[config.mk]
export PLATFORM = sky130hd
export DESIGN_NAME = stepper_preset_positioner
export DESIGN_NICKNAME = d
export VERILOG_FILES = /design/src/hdl/spp_pkg.sv /design/src/hdl/spp_core.sv /design/src/hdl/spp_out_buf.sv /design/src/hdl/stepper_preset_positioner.sv
export SDC_FILE = /design/constraint.sdc
export NUM_CORES = 1
export LEC_CHECK = 0
export ABC_AREA = 0
export BUFFER_PORTS_ARGS = -buffer_cell sky130_fd_sc_hd__buf_2
export CORE_MARGIN = 2
export CORE_UTILIZATION = 45
export CTS_CLUSTER_SIZE = 24
export DETAILED_ROUTE_END_ITERATION = 16
export HOLD_SLACK_MARGIN = 0.03
export SLEW_MARGIN = 20
export SYNTH_ARGS = -nofsm -noshare
export SYNTH_HDL_FRONTEND = slang
export SYNTH_SLANG_ARGS = --single-unit
[constraint.sdc]
create_clock -name i_clk -period 7.1 [get_ports i_clk]
set_input_delay 0.355 -clock i_clk [delete_from_list [all_inputs] [get_ports i_clk]]
set_output_delay 0.355 -clock i_clk [all_outputs]
set_load 0.05 [all_outputs]
[src/hdl/spp_pkg.sv]
// Package for the stepper preset positioner: motion modes, result record,
// homing configuration record, register indexes, reset values and coil table.
// No dependencies.
package spp_pkg;

    // Widths of the fixed fields.
    localparam int POS_W      = 8;
    localparam int COIL_W     = 4;
    localparam int FUNC_W     = 2;
    localparam int CFG_IDX_W  = 3;
    localparam int CFG_DATA_W = 8;
    localparam int MAX_PRESETS = 6;

    // Request function codes.
    localparam logic [FUNC_W-1:0] FUNC_TICK = 2'd0;
    localparam logic [FUNC_W-1:0] FUNC_GOTO = 2'd1;
    localparam logic [FUNC_W-1:0] FUNC_HOME = 2'd2;
    localparam logic [FUNC_W-1:0] FUNC_SET  = 2'd3;

    // Register indexes for the homing counts.
    localparam logic [CFG_IDX_W-1:0] CFG_HOME_OVERSHOOT = 3'd6;
    localparam logic [CFG_IDX_W-1:0] CFG_HOME_BACKOFF   = 3'd7;

    // Register values after reset.
    localparam logic [POS_W-1:0] PRESET_RST [MAX_PRESETS] = '{
        8'd195, 8'd28, 8'd62, 8'd96, 8'd129, 8'd162
    };
    localparam logic [POS_W-1:0] HOME_OVERSHOOT_RST = 8'd200;
    localparam logic [POS_W-1:0] HOME_BACKOFF_RST   = 8'd5;

    // One-hot coil codes: bit0 green, bit1 yellow, bit2 black, bit3 white.
    localparam logic [COIL_W-1:0] COIL_GREEN  = 4'b0001;
    localparam logic [COIL_W-1:0] COIL_YELLOW = 4'b0010;
    localparam logic [COIL_W-1:0] COIL_BLACK  = 4'b0100;
    localparam logic [COIL_W-1:0] COIL_WHITE  = 4'b1000;

    typedef enum logic [1:0] {
        MODE_IDLE     = 2'd0,
        MODE_GOTO     = 2'd1,
        MODE_HOME_CW  = 2'd2,
        MODE_HOME_CCW = 2'd3
    } t_mode;

    typedef struct packed {
        logic [POS_W-1:0] overshoot;
        logic [POS_W-1:0] backoff;
    } t_home_cfg;

    typedef struct packed {
        logic [COIL_W-1:0] coils;
        logic [POS_W-1:0]  cur_position;
        logic              busy_res;
        logic              stepped;
        logic              rejected;
    } t_result;

    // Wave drive: phase 0 black, 1 yellow, 2 white, 3 green.
    function automatic logic [COIL_W-1:0] coil_of_phase(input logic [1:0] phase);
        logic [COIL_W-1:0] coil;
        case (phase)
            2'd0:    coil = COIL_BLACK;
            2'd1:    coil = COIL_YELLOW;
            2'd2:    coil = COIL_WHITE;
            default: coil = COIL_GREEN;
        endcase
        return coil;
    endfunction

endpackage

[src/hdl/spp_core.sv]
// Motion state and single-pass request processing for the stepper positioner.
// Depends on spp_pkg.
module spp_core import spp_pkg::*; #(
    parameter int NUM_PRESETS = 6
) (
    input  logic                             i_clk,
    input  logic                             i_rst_n,
    input  logic                             i_accept,
    input  logic [FUNC_W-1:0]                i_func,
    input  logic [POS_W-1:0]                 i_value,
    input  logic [NUM_PRESETS-1:0][POS_W-1:0] i_presets,
    input  t_home_cfg                        i_home,
    output t_result                          o_result
);

    localparam int PIDX_W = (NUM_PRESETS > 1) ? $clog2(NUM_PRESETS) : 1;

    t_mode            r_mode,  n_mode;
    logic [1:0]       r_phase, n_phase;
    logic [POS_W-1:0] r_pos,   n_pos;
    logic [COIL_W-1:0] r_coil, n_coil;
    logic [POS_W-1:0] r_steps, n_steps;
    logic             r_cw,    n_cw;

    logic [POS_W-1:0] steps_dec;
    logic [POS_W-1:0] target;
    logic [POS_W-1:0] home_pos;
    logic             step_cw;
    logic             stepped;
    logic             rejected;

    // State registers; they move only when a request is taken.
    always_ff @(posedge i_clk) begin
        if (!i_rst_n) begin
            r_mode  <= MODE_IDLE;
            r_phase <= 2'd0;
            r_pos   <= '0;
            r_coil  <= '0;
            r_steps <= '0;
            r_cw    <= 1'b0;
        end else if (i_accept) begin
            r_mode  <= n_mode;
            r_phase <= n_phase;
            r_pos   <= n_pos;
            r_coil  <= n_coil;
            r_steps <= n_steps;
            r_cw    <= n_cw;
        end
    end

    assign steps_dec = r_steps - 8'd1;
    assign target    = i_presets[i_value[PIDX_W-1:0]];
    assign home_pos  = i_home.overshoot - i_home.backoff;
    assign step_cw   = (r_mode == MODE_GOTO) ? r_cw : (r_mode == MODE_HOME_CW);

    // Next state for the request at the input.
    always_comb begin
        n_mode   = r_mode;
        n_phase  = r_phase;
        n_pos    = r_pos;
        n_coil   = r_coil;
        n_steps  = r_steps;
        n_cw     = r_cw;
        stepped  = 1'b0;
        rejected = 1'b0;

        if (i_func == FUNC_TICK) begin
            if (r_mode != MODE_IDLE) begin
                // One step in the current direction, then check leg end.
                stepped = 1'b1;
                n_phase = step_cw ? r_phase + 2'd1 : r_phase - 2'd1;
                n_pos   = step_cw ? r_pos + 8'd1 : r_pos - 8'd1;
                n_coil  = coil_of_phase(n_phase);
                n_steps = steps_dec;
                if (steps_dec == '0) begin
                    case (r_mode)
                        MODE_GOTO: begin
                            n_mode = MODE_IDLE;
                        end
                        MODE_HOME_CW: begin
                            if (i_home.backoff != '0) begin
                                n_mode  = MODE_HOME_CCW;
                                n_steps = i_home.backoff;
                            end else begin
                                n_mode = MODE_IDLE;
                                n_pos  = home_pos;
                            end
                        end
                        default: begin
                            n_mode = MODE_IDLE;
                            n_pos  = home_pos;
                        end
                    endcase
                end
            end
        end else if (r_mode != MODE_IDLE) begin
            rejected = 1'b1;
        end else begin
            case (i_func)
                FUNC_GOTO: begin
                    if (i_value >= POS_W'(NUM_PRESETS)) begin
                        rejected = 1'b1;
                    end else begin
                        n_cw    = target > r_pos;
                        n_steps = (target > r_pos) ? target - r_pos : r_pos - target;
                        n_mode  = (n_steps != '0) ? MODE_GOTO : MODE_IDLE;
                    end
                end
                FUNC_HOME: begin
                    // Skip any homing leg of zero steps.
                    if (i_home.overshoot != '0) begin
                        n_mode  = MODE_HOME_CW;
                        n_steps = i_home.overshoot;
                    end else if (i_home.backoff != '0) begin
                        n_mode  = MODE_HOME_CCW;
                        n_steps = i_home.backoff;
                    end else begin
                        n_pos   = home_pos;
                        n_steps = '0;
                    end
                end
                default: begin
                    n_pos = i_value;
                end
            endcase
        end

        o_result.coils        = n_coil;
        o_result.cur_position = n_pos;
        o_result.busy_res     = (n_mode != MODE_IDLE);
        o_result.stepped      = stepped;
        o_result.rejected     = rejected;
    end

endmodule

[src/hdl/spp_out_buf.sv]
// Two-entry result buffer: an output register plus a skid entry, so that a
// new request is taken while a finished result still waits. Depends on spp_pkg.
module spp_out_buf import spp_pkg::*; (
    input  logic    i_clk,
    input  logic    i_rst_n,
    input  logic    i_load,
    input  t_result i_data,
    output logic    o_full,
    output logic    o_valid,
    input  logic    i_stall,
    output t_result o_data
);

    logic    r_valid, n_valid;
    logic    r_skid_valid, n_skid_valid;
    t_result r_data, n_data;
    t_result r_skid, n_skid;
    logic    take;

    assign take    = r_valid && !i_stall;
    assign o_valid = r_valid;
    assign o_data  = r_data;
    assign o_full  = r_skid_valid;

    // Control bits.
    always_ff @(posedge i_clk) begin
        if (!i_rst_n) begin
            r_valid      <= 1'b0;
            r_skid_valid <= 1'b0;
        end else begin
            r_valid      <= n_valid;
            r_skid_valid <= n_skid_valid;
        end
    end

    // Payload.
    always_ff @(posedge i_clk) begin
        r_data <= n_data;
        r_skid <= n_skid;
    end

    // Fill the output register first; park in the skid entry when it is held.
    always_comb begin
        n_valid      = r_valid;
        n_skid_valid = r_skid_valid;
        n_data       = r_data;
        n_skid       = r_skid;
        if (r_skid_valid) begin
            if (take) begin
                n_data       = r_skid;
                n_skid_valid = 1'b0;
            end
        end else if (i_load) begin
            if (!r_valid || take) begin
                n_data  = i_data;
                n_valid = 1'b1;
            end else begin
                n_skid       = i_data;
                n_skid_valid = 1'b1;
            end
        end else if (take) begin
            n_valid = 1'b0;
        end
    end

endmodule

[src/hdl/stepper_preset_positioner.sv]
// Top level of the four-phase wave-drive stepper positioner: configuration
// registers and the instances of spp_core and spp_out_buf. Depends on spp_pkg.
//
// One request (tick, goto preset, home or set position) is taken every clock
// cycle while o_in_stall is low, and its result is registered into the result
// buffer for the output channel. The motion state and the result are computed
// in a single pass of logic from the state registers and the request, and a
// two-entry result buffer lets the block keep taking requests while one result
// is held by o_out_valid with i_out_stall high; o_in_stall rises only when
// both entries are occupied. Configuration writes take effect at the next
// edge and should be made while no request is in flight.
module stepper_preset_positioner import spp_pkg::*; #(
    parameter int NUM_PRESETS = 6
) (
    input  logic                  i_clk,
    input  logic                  i_rst_n,
    input  logic                  i_cfg_we,
    input  logic [CFG_IDX_W-1:0]  i_cfg_index,
    input  logic [CFG_DATA_W-1:0] i_cfg_data,
    input  logic                  i_in_valid,
    output logic                  o_in_stall,
    input  logic [FUNC_W-1:0]     i_func,
    input  logic [POS_W-1:0]      i_value,
    output logic                  o_out_valid,
    input  logic                  i_out_stall,
    output logic [COIL_W-1:0]     o_coils,
    output logic [POS_W-1:0]      o_cur_position,
    output logic                  o_busy_res,
    output logic                  o_stepped,
    output logic                  o_rejected
);

    logic [NUM_PRESETS-1:0][POS_W-1:0] r_presets;
    t_home_cfg r_home;
    t_result   core_result;
    t_result   out_result;
    logic      buf_full;
    logic      accept;

    assign accept     = i_in_valid && !buf_full;
    assign o_in_stall = buf_full;

    // Preset target registers.
    for (genvar g = 0; g < NUM_PRESETS; g++) begin : g_preset
        always_ff @(posedge i_clk) begin
            if (!i_rst_n) begin
                r_presets[g] <= PRESET_RST[g];
            end else if (i_cfg_we && i_cfg_index == CFG_IDX_W'(g)) begin
                r_presets[g] <= i_cfg_data;
            end
        end
    end

    // Homing counts.
    always_ff @(posedge i_clk) begin
        if (!i_rst_n) begin
            r_home.overshoot <= HOME_OVERSHOOT_RST;
            r_home.backoff   <= HOME_BACKOFF_RST;
        end else if (i_cfg_we) begin
            if (i_cfg_index == CFG_HOME_OVERSHOOT) begin
                r_home.overshoot <= i_cfg_data;
            end
            if (i_cfg_index == CFG_HOME_BACKOFF) begin
                r_home.backoff <= i_cfg_data;
            end
        end
    end

    spp_core #(
        .NUM_PRESETS (NUM_PRESETS)
    ) u_core (
        .i_clk     (i_clk),
        .i_rst_n   (i_rst_n),
        .i_accept  (accept),
        .i_func    (i_func),
        .i_value   (i_value),
        .i_presets (r_presets),
        .i_home    (r_home),
        .o_result  (core_result)
    );

    spp_out_buf u_out_buf (
        .i_clk   (i_clk),
        .i_rst_n (i_rst_n),
        .i_load  (accept),
        .i_data  (core_result),
        .o_full  (buf_full),
        .o_valid (o_out_valid),
        .i_stall (i_out_stall),
        .o_data  (out_result)
    );

    assign o_coils        = out_result.coils;
    assign o_cur_position = out_result.cur_position;
    assign o_busy_res     = out_result.busy_res;
    assign o_stepped      = out_result.stepped;
    assign o_rejected     = out_result.rejected;

endmodule
==> results_dict.tcl, run 1 <==
set metrics [dict create \
    yosysSeqAreaShare_pct 35.3 \
    hold_viol 0 \
    clkTransAtPathRegs_ns 0.06 \
    period_share_pct 52.7 \
    initialDrtViolationCount 565 \
    num_rows 47 \
    cp_slowest_cell "nor4_1" \
    gp_congestion 0.900 \
    drc 0 \
    core_um2 16600 \
    ios 43 \
    hold_start "i_in_valid" \
    post-place-cells 1134 \
    cts-buffers-inserted 17 \
    drive_above_1_share_pct 12.8 \
    area.sequential_um2 2720 \
    clockBufferDepth 2 \
    drv_cap 0 \
    cts_htree_levels 4 \
    syn2layout_area_growth_pct 11.9 \
    synth_edf_count 30 \
    die_h_um 135 \
    diodes 0 \
    layout.nets 1006 \
    dr_total_vias 6778 \
    synth_area_leaders "dfxtp_1 24%, edfxtp_1 12%, nand2_1 9.7%" \
    slowest_delay_ns 0.58 \
    yosysTopAreaCell "dfxtp_1" \
    met3_usage_pct 4.92 \
    grt.busiest_layer "met2" \
    clock-sinks 121 \
    slew_violations 0 \
    timing.rr.end "u_out_buf.o_data[2]$_DFFE_PP_" \
    wl_per_cell_um 18.6 \
    start_kind "input port" \
    post-cts-setup-buffers 0 \
    die_w_um 135 \
    crit_chain "buf_2 > mux4_2 > a21oi_1 > ha_1 > a21oi_1 > o21ai_0 > o21ai_2 > mux2i_1 > xor2_1 > nor4_1 > o31ai_1" \
    hold_depth 3 \
    synth.avg_cell_area_um2 8.43 \
    timing.rr.start "r_presets[24]$_SDFFE_PN0P_" \
    syn_area_um2 7700 \
    syn_nets 987 \
    met1_usage_pct 32.7 \
    fin_setup_tns_ns 0 \
    clockRootBuffer "clkbuf_16" \
    cts_resized 0 \
    p_leak_nw 3.44 \
    viasPerCell 5.81 \
    cts_tree "built" \
    min_to "u_out_buf.o_full$_SDFF_PN0_" \
    synth_cell_types 84 \
    grt_pass1_wl_um 34900 \
    dpl_cell_area_um2 8040 \
    fill_cells 1595 \
    yosys_warnings 0 \
    ys.flop_type "dfxtp_1" \
    met2_usage_pct 40.3 \
    cp_top_family "compound AO/OA/AOI/OAI gates" \
    cpMostUsedCell "a21oi_1" \
    critPathArrivalTime_ns 3.88 \
    synth_seq_cells 121 \
    synth_top_area_share_pct 23.6 \
    hold_buffers 0 \
    tightest_slew_ns 0.998 \
    fin_worst_skew_ns 0.0118 \
    antenna_found_initial 0 \
    dieArea_um2 18200 \
    grt_pass1_vias 6518 \
    critPathBufInv 1 \
    cp.required_ns 7.24 \
    firstDrtPassIters 5 \
    maxSlewHeadroom_pct 33.0 \
    netlist_instances 914 \
    r2r_cells 11 \
    crit_fanout 17 \
    clock_latency_ns 0.42 \
    grt_max_degree 94 \
    initial_core_util_pct 46.3 \
    hpwl_um 15800 \
    synthArstFlopShare_pct 0 \
    worstSetupEndpointType "flip-flop" \
    multi_input_area_um2 4630 \
    grtUsageTotal_pct 24.8 \
    finalSetupViolCount 0 \
    status "complete, no violations" \
    vdd_drop_max_mv 0.185 \
    crit_type "in2reg" \
    wl_um 21700 \
    grt-ovfl-total 0 \
    rsz0062_at_grt "false" \
    fin_crit_ns 3.74 \
    stdcell_area_um2 8620 \
    ff2ff_setup_slack_ns 3.49 \
    hp-class "in2reg" \
    power_density_nw_per_um2 245 \
    fmax_mhz 267 \
    io_buffers 42 \
    final_cells 1166 \
    antenna_left 0 \
]
==> flip-flops by register name, summed over array words and instances (netlist names) <==
register,count
u_core.r_cw,1
r_presets,48
u_core.r_steps,8
u_core.r_mode,2
u_out_buf.o_valid,1
u_out_buf.r_skid,15
u_out_buf.o_full,1
u_core.r_pos,8
u_core.r_coil,4
u_core.r_phase,2
r_home,16
u_out_buf.o_data,15
==> cells in the mapped netlist (6+ instances only) <==
cell type  number
o31ai_1        13
xnor2_1        12
inv_1          43
nand2b_1        7
and2_1          6
a211oi_1       11
a21oi_1        48
nand3_1        41
or3_1           7
edfxtp_1       30
nor3_1         17
a21o_1          8
nand4_1         7
mux4_2          8
o21ai_0        32
nor2_1         43
o21a_1          6
mux2i_1        13
buf_1           9
nand2_1       200
nor2b_1        14
mux2_2          7
clkbuf_1       36
ha_1           43
dfxtp_1        91
a21boi_0       50
nor4_1         11
==> worst register-to-register path, cell delays in order (launching register included) <==
cell      delay, ns
dfxtp_1        0.32
mux4_2         0.47
a21oi_1        0.28
ha_1           0.25
fa_1           0.24
nand3b_1       0.17
a21oi_1        0.12
o21ai_2        0.35
mux2i_1        0.27
xor2_1         0.12
nor4_1         0.58
o31ai_1        0.15
==> where the power goes <==
part	switching [mW]	internal, mW
sequential	0.0270	0.742
combinational	0.317	0.179
clock	0.322	0.520
total	0.666	1.44
==> cells in the final DEF, fill, tap and decap left out, types with 14 or more instances in the layout <==
cell / n
a21boi_0: 50
a21oi_1: 48
buf_2: 42
clkbuf_16: 18
dfxtp_1: 91
edfxtp_1: 30
ha_1: 43
inv_1: 43
nand2_1: 200
nand3_1: 41
nor2_1: 43
nor2b_1: 14
nor3_1: 16
o21ai_0: 32
==> layer usage <==
| layer | part of all wire (%) | vias to the layer above |
|---|---|---|
| li1 | - | 3317 |
| met1 | 46 | 3214 |
| met2 | 46 | 213 |
| met3 | 5.7 | 34 |
| met4 | 2.2 | 0 |
| met5 | 0 | - |
==> worst max path at each step <==
stage / from / to / cells past startpoint
2_1_floorplan: i_value[0] / u_out_buf.o_data[2]$_DFFE_PP_ / 13
3_3_place_gp: i_value[0] / u_out_buf.o_data[2]$_DFFE_PP_ / 11
3_5_place_dp: i_value[0] / u_out_buf.o_data[2]$_DFFE_PP_ / 11
4_1_cts: i_value[0] / u_out_buf.o_data[2]$_DFFE_PP_ / 11
5_1_grt: i_value[0] / u_out_buf.o_data[2]$_DFFE_PP_ / 11
6_report: i_value[0] / u_out_buf.o_data[2]$_DFFE_PP_ / 11
==> metrics by stage <==
| step | total power [mW] | worst slack (ns) | hold WS, ns | utilization, % |
|---|---|---|---|---|
| after floorplan | 1.15 | 3.27 | 0.435 | - |
| after global placement | 1.28 | 3.09 | 0.453 | 48.3 |
| after detailed placement | 1.27 | 2.98 | 0.457 | 48.3 |
| after CTS | 2.12 | 3.40 | 0.195 | 51.8 |
| after global routing | 2.20 | 3.03 | 0.225 | 51.8 |
| final | 2.11 | 3.36 | 0.210 | 51.8 |
==> layout make-up <==
type,instances,area share (%)
Tap cell,220,3.19
Multi-Input combinational cell,701,53.7
Inverter,44,1.92
Clock inverter,10,1.04
Timing Repair Buffer,48,2.96
Clock buffer,22,5.63
Sequential cell,121,31.6
==> cells by family after synthesis <==
group                    after synthesis  share of synthesized area [%]
flip-flops                           121                           35.3
AO/OA/AOI/OAI                        233                           22.0
buffers and inverters                 92                           4.66
multiplexers                          28                           5.05
adder cells (fa/ha/maj)               47                           8.02
AND/OR/NAND/NOR                      376                           22.9
XOR/XNOR                              17                           2.03
Power figures use the tool's default switching activity.
==> run 2: changes to the inputs <==
==> constraint.sdc (replaced) <==
create_clock -name i_clk -period 3.8 [get_ports i_clk]
set_input_delay 0.19 -clock i_clk [delete_from_list [all_inputs] [get_ports i_clk]]
set_output_delay 0.19 -clock i_clk [all_outputs]
set_load 0.05 [all_outputs]
==> run 2 against run 1 <==
Against the previous run: via count hardly changed; worst setup slack worse by 3.0 ns; non-clock buffer count is 9 higher; critical path depth grew 1.
==> results_dict.tcl, run 2 (synthesized netlist as in run 1, its figures left out) <==
set metrics [dict create \
    wl_per_cell_um 18.4 \
    antenna_left 0 \
    critPathArrivalTime_ns 3.58 \
    clkTransAtPathRegs_ns 0.06 \
    gp_congestion 0.994 \
    slew_violations 0 \
    clock_latency_ns 0.43 \
    fill_cells 1587 \
    antenna_found_initial 0 \
    cts_htree_levels 4 \
    rsz0062_at_grt "false" \
    hold_slack_ns 0.0488 \
    fin_worst_skew_ns 0.0105 \
    drive_above_1_share_pct 13.5 \
    final_cell_mix "200 x nand2_1, 91 x dfxtp_1, 50 x a21boi_0" \
    worstSetupEndpointType "flip-flop" \
    cts-buffers-inserted 17 \
    fin_crit_ns 3.43 \
    num_rows 47 \
    cts_resized 0 \
    dr_total_vias 6777 \
    p_leak_nw 3.49 \
    fin_util_pct 52.4 \
    maxSlewHeadroom_pct 26.7 \
    drv_cap 0 \
    top_register "r_presets" \
    grt_max_degree 67 \
    cts_tree "built" \
    setup_ws_ns 0.373 \
    start_kind "flip-flop" \
    core_um2 16600 \
    period_share_pct 90.2 \
    cp.required_ns 3.95 \
    status "complete, no violations" \
    dieArea_um2 18200 \
    grt_pass1_wl_um 34700 \
    die_w_um 135 \
    die_h_um 135 \
    syn2layout_area_growth_pct 13.2 \
    reg.largest.list "r_presets (48), r_home (16)" \
    vdd_drop_max_mv 0.334 \
    hp-class "in2reg" \
    fin_setup_tns_ns 0 \
    power_density_nw_per_um2 461 \
    final_common_cell "nand2_1" \
    layout.nets 1015 \
    viasPerCell 5.77 \
    grt-ovfl-total 0 \
    crit_fanout 5 \
    clockBufferDepth 2 \
    clock-sinks 121 \
    hpwl_um 16100 \
    initial_core_util_pct 46.3 \
    dpl_cell_area_um2 8110 \
    drc 0 \
    grt_pass1_vias 6399 \
    firstDrtPassIters 7 \
    io_buffers 42 \
    hold_viol 0 \
    fmax_mhz 292 \
    hold_buffers 0 \
    initialDrtViolationCount 544 \
    finalSetupViolCount 0 \
    stdcell_area_um2 8720 \
    post-cts-setup-buffers 0 \
    wl_um 21600 \
    grtUsageTotal_pct 24.8 \
    ios 43 \
    largest_reg_flops 48 \
    tightest_slew_ns 1.09 \
    diodes 0 \
    place_ws_ns 0.192 \
    crit_type "reg2reg" \
    clockRootBuffer "clkbuf_16" \
]
==> run 2: metrics by stage <==
step | cells | total power, mW
final | 1175 | 4.02
after global routing | 1175 | 4.20
after CTS | 1175 | 4.03
after detailed placement | 1143 | 2.38
after global placement | 1143 | 2.38
after floorplan | 914 | 2.15
==> run 2: path summary, 6_finish.rpt <==
| check | startpoint | to | slack (ns) | cells after the start |
|---|---|---|---|---|
| worst max-delay path | r_presets[25]$_SDFFE_PN0P_ | u_out_buf.o_data[2]$_DFFE_PP_ | 0.37 | 12 |
| worst min-delay path | i_in_valid | u_out_buf.o_full$_SDFF_PN0_ | 0.05 | 3 |
| worst max register to register | r_presets[25]$_SDFFE_PN0P_ | u_out_buf.o_data[2]$_DFFE_PP_ | 0.37 | 12 |
| worst min register to register | u_core.r_coil[3]$_SDFFE_PN0P_ | u_core.r_coil[3]$_SDFFE_PN0P_ | 0.46 | 2 |
==> run 2: layer usage <==
layer | global-route usage (%) | part of all wire (%) | up-vias
met3 | 4.92 | 5.2 | 28
met2 | 39.4 | 46 | 201
met1 | 34.0 | 47 | 3211
met4 | 7.89 | 2.2 | 0
li1 | - | - | 3337
met5 | 0 | 0 | -
==> run 2: report_power, final <==
part	total [mW]	internal, mW	switching [mW]	leakage (nW)
combinational	0.930	0.344	0.586	2.17
sequential	1.44	1.39	0.0538	1.03
clock	1.65	1.05	0.598	0.295
total	4.02	2.78	1.24	3.49
==> run 2: final cells by class <==
type	count	area, um^2	area share [%]
Clock buffer	24	536	6.14
Clock inverter	8	77.6	0.889
Inverter	44	165	1.89
Multi-Input combinational cell	701	4620	53.0
Sequential cell	121	2720	31.2
Tap cell	220	275	3.16
Timing Repair Buffer	57	323	3.70
==> run 2: worst max-delay path, cell delays in order, from the launching register on <==
cell and delay, ns:
dfxtp_1 0.33, mux4_2 0.47, a21oi_1 0.40, inv_1 0.15
ha_1 0.21, a21oi_1 0.29, a21oi_1 0.13, or3_1 0.32
a21oi_1 0.20, o2111ai_1 0.12, nor4_1 0.30, buf_4 0.18
o31ai_1 0.06
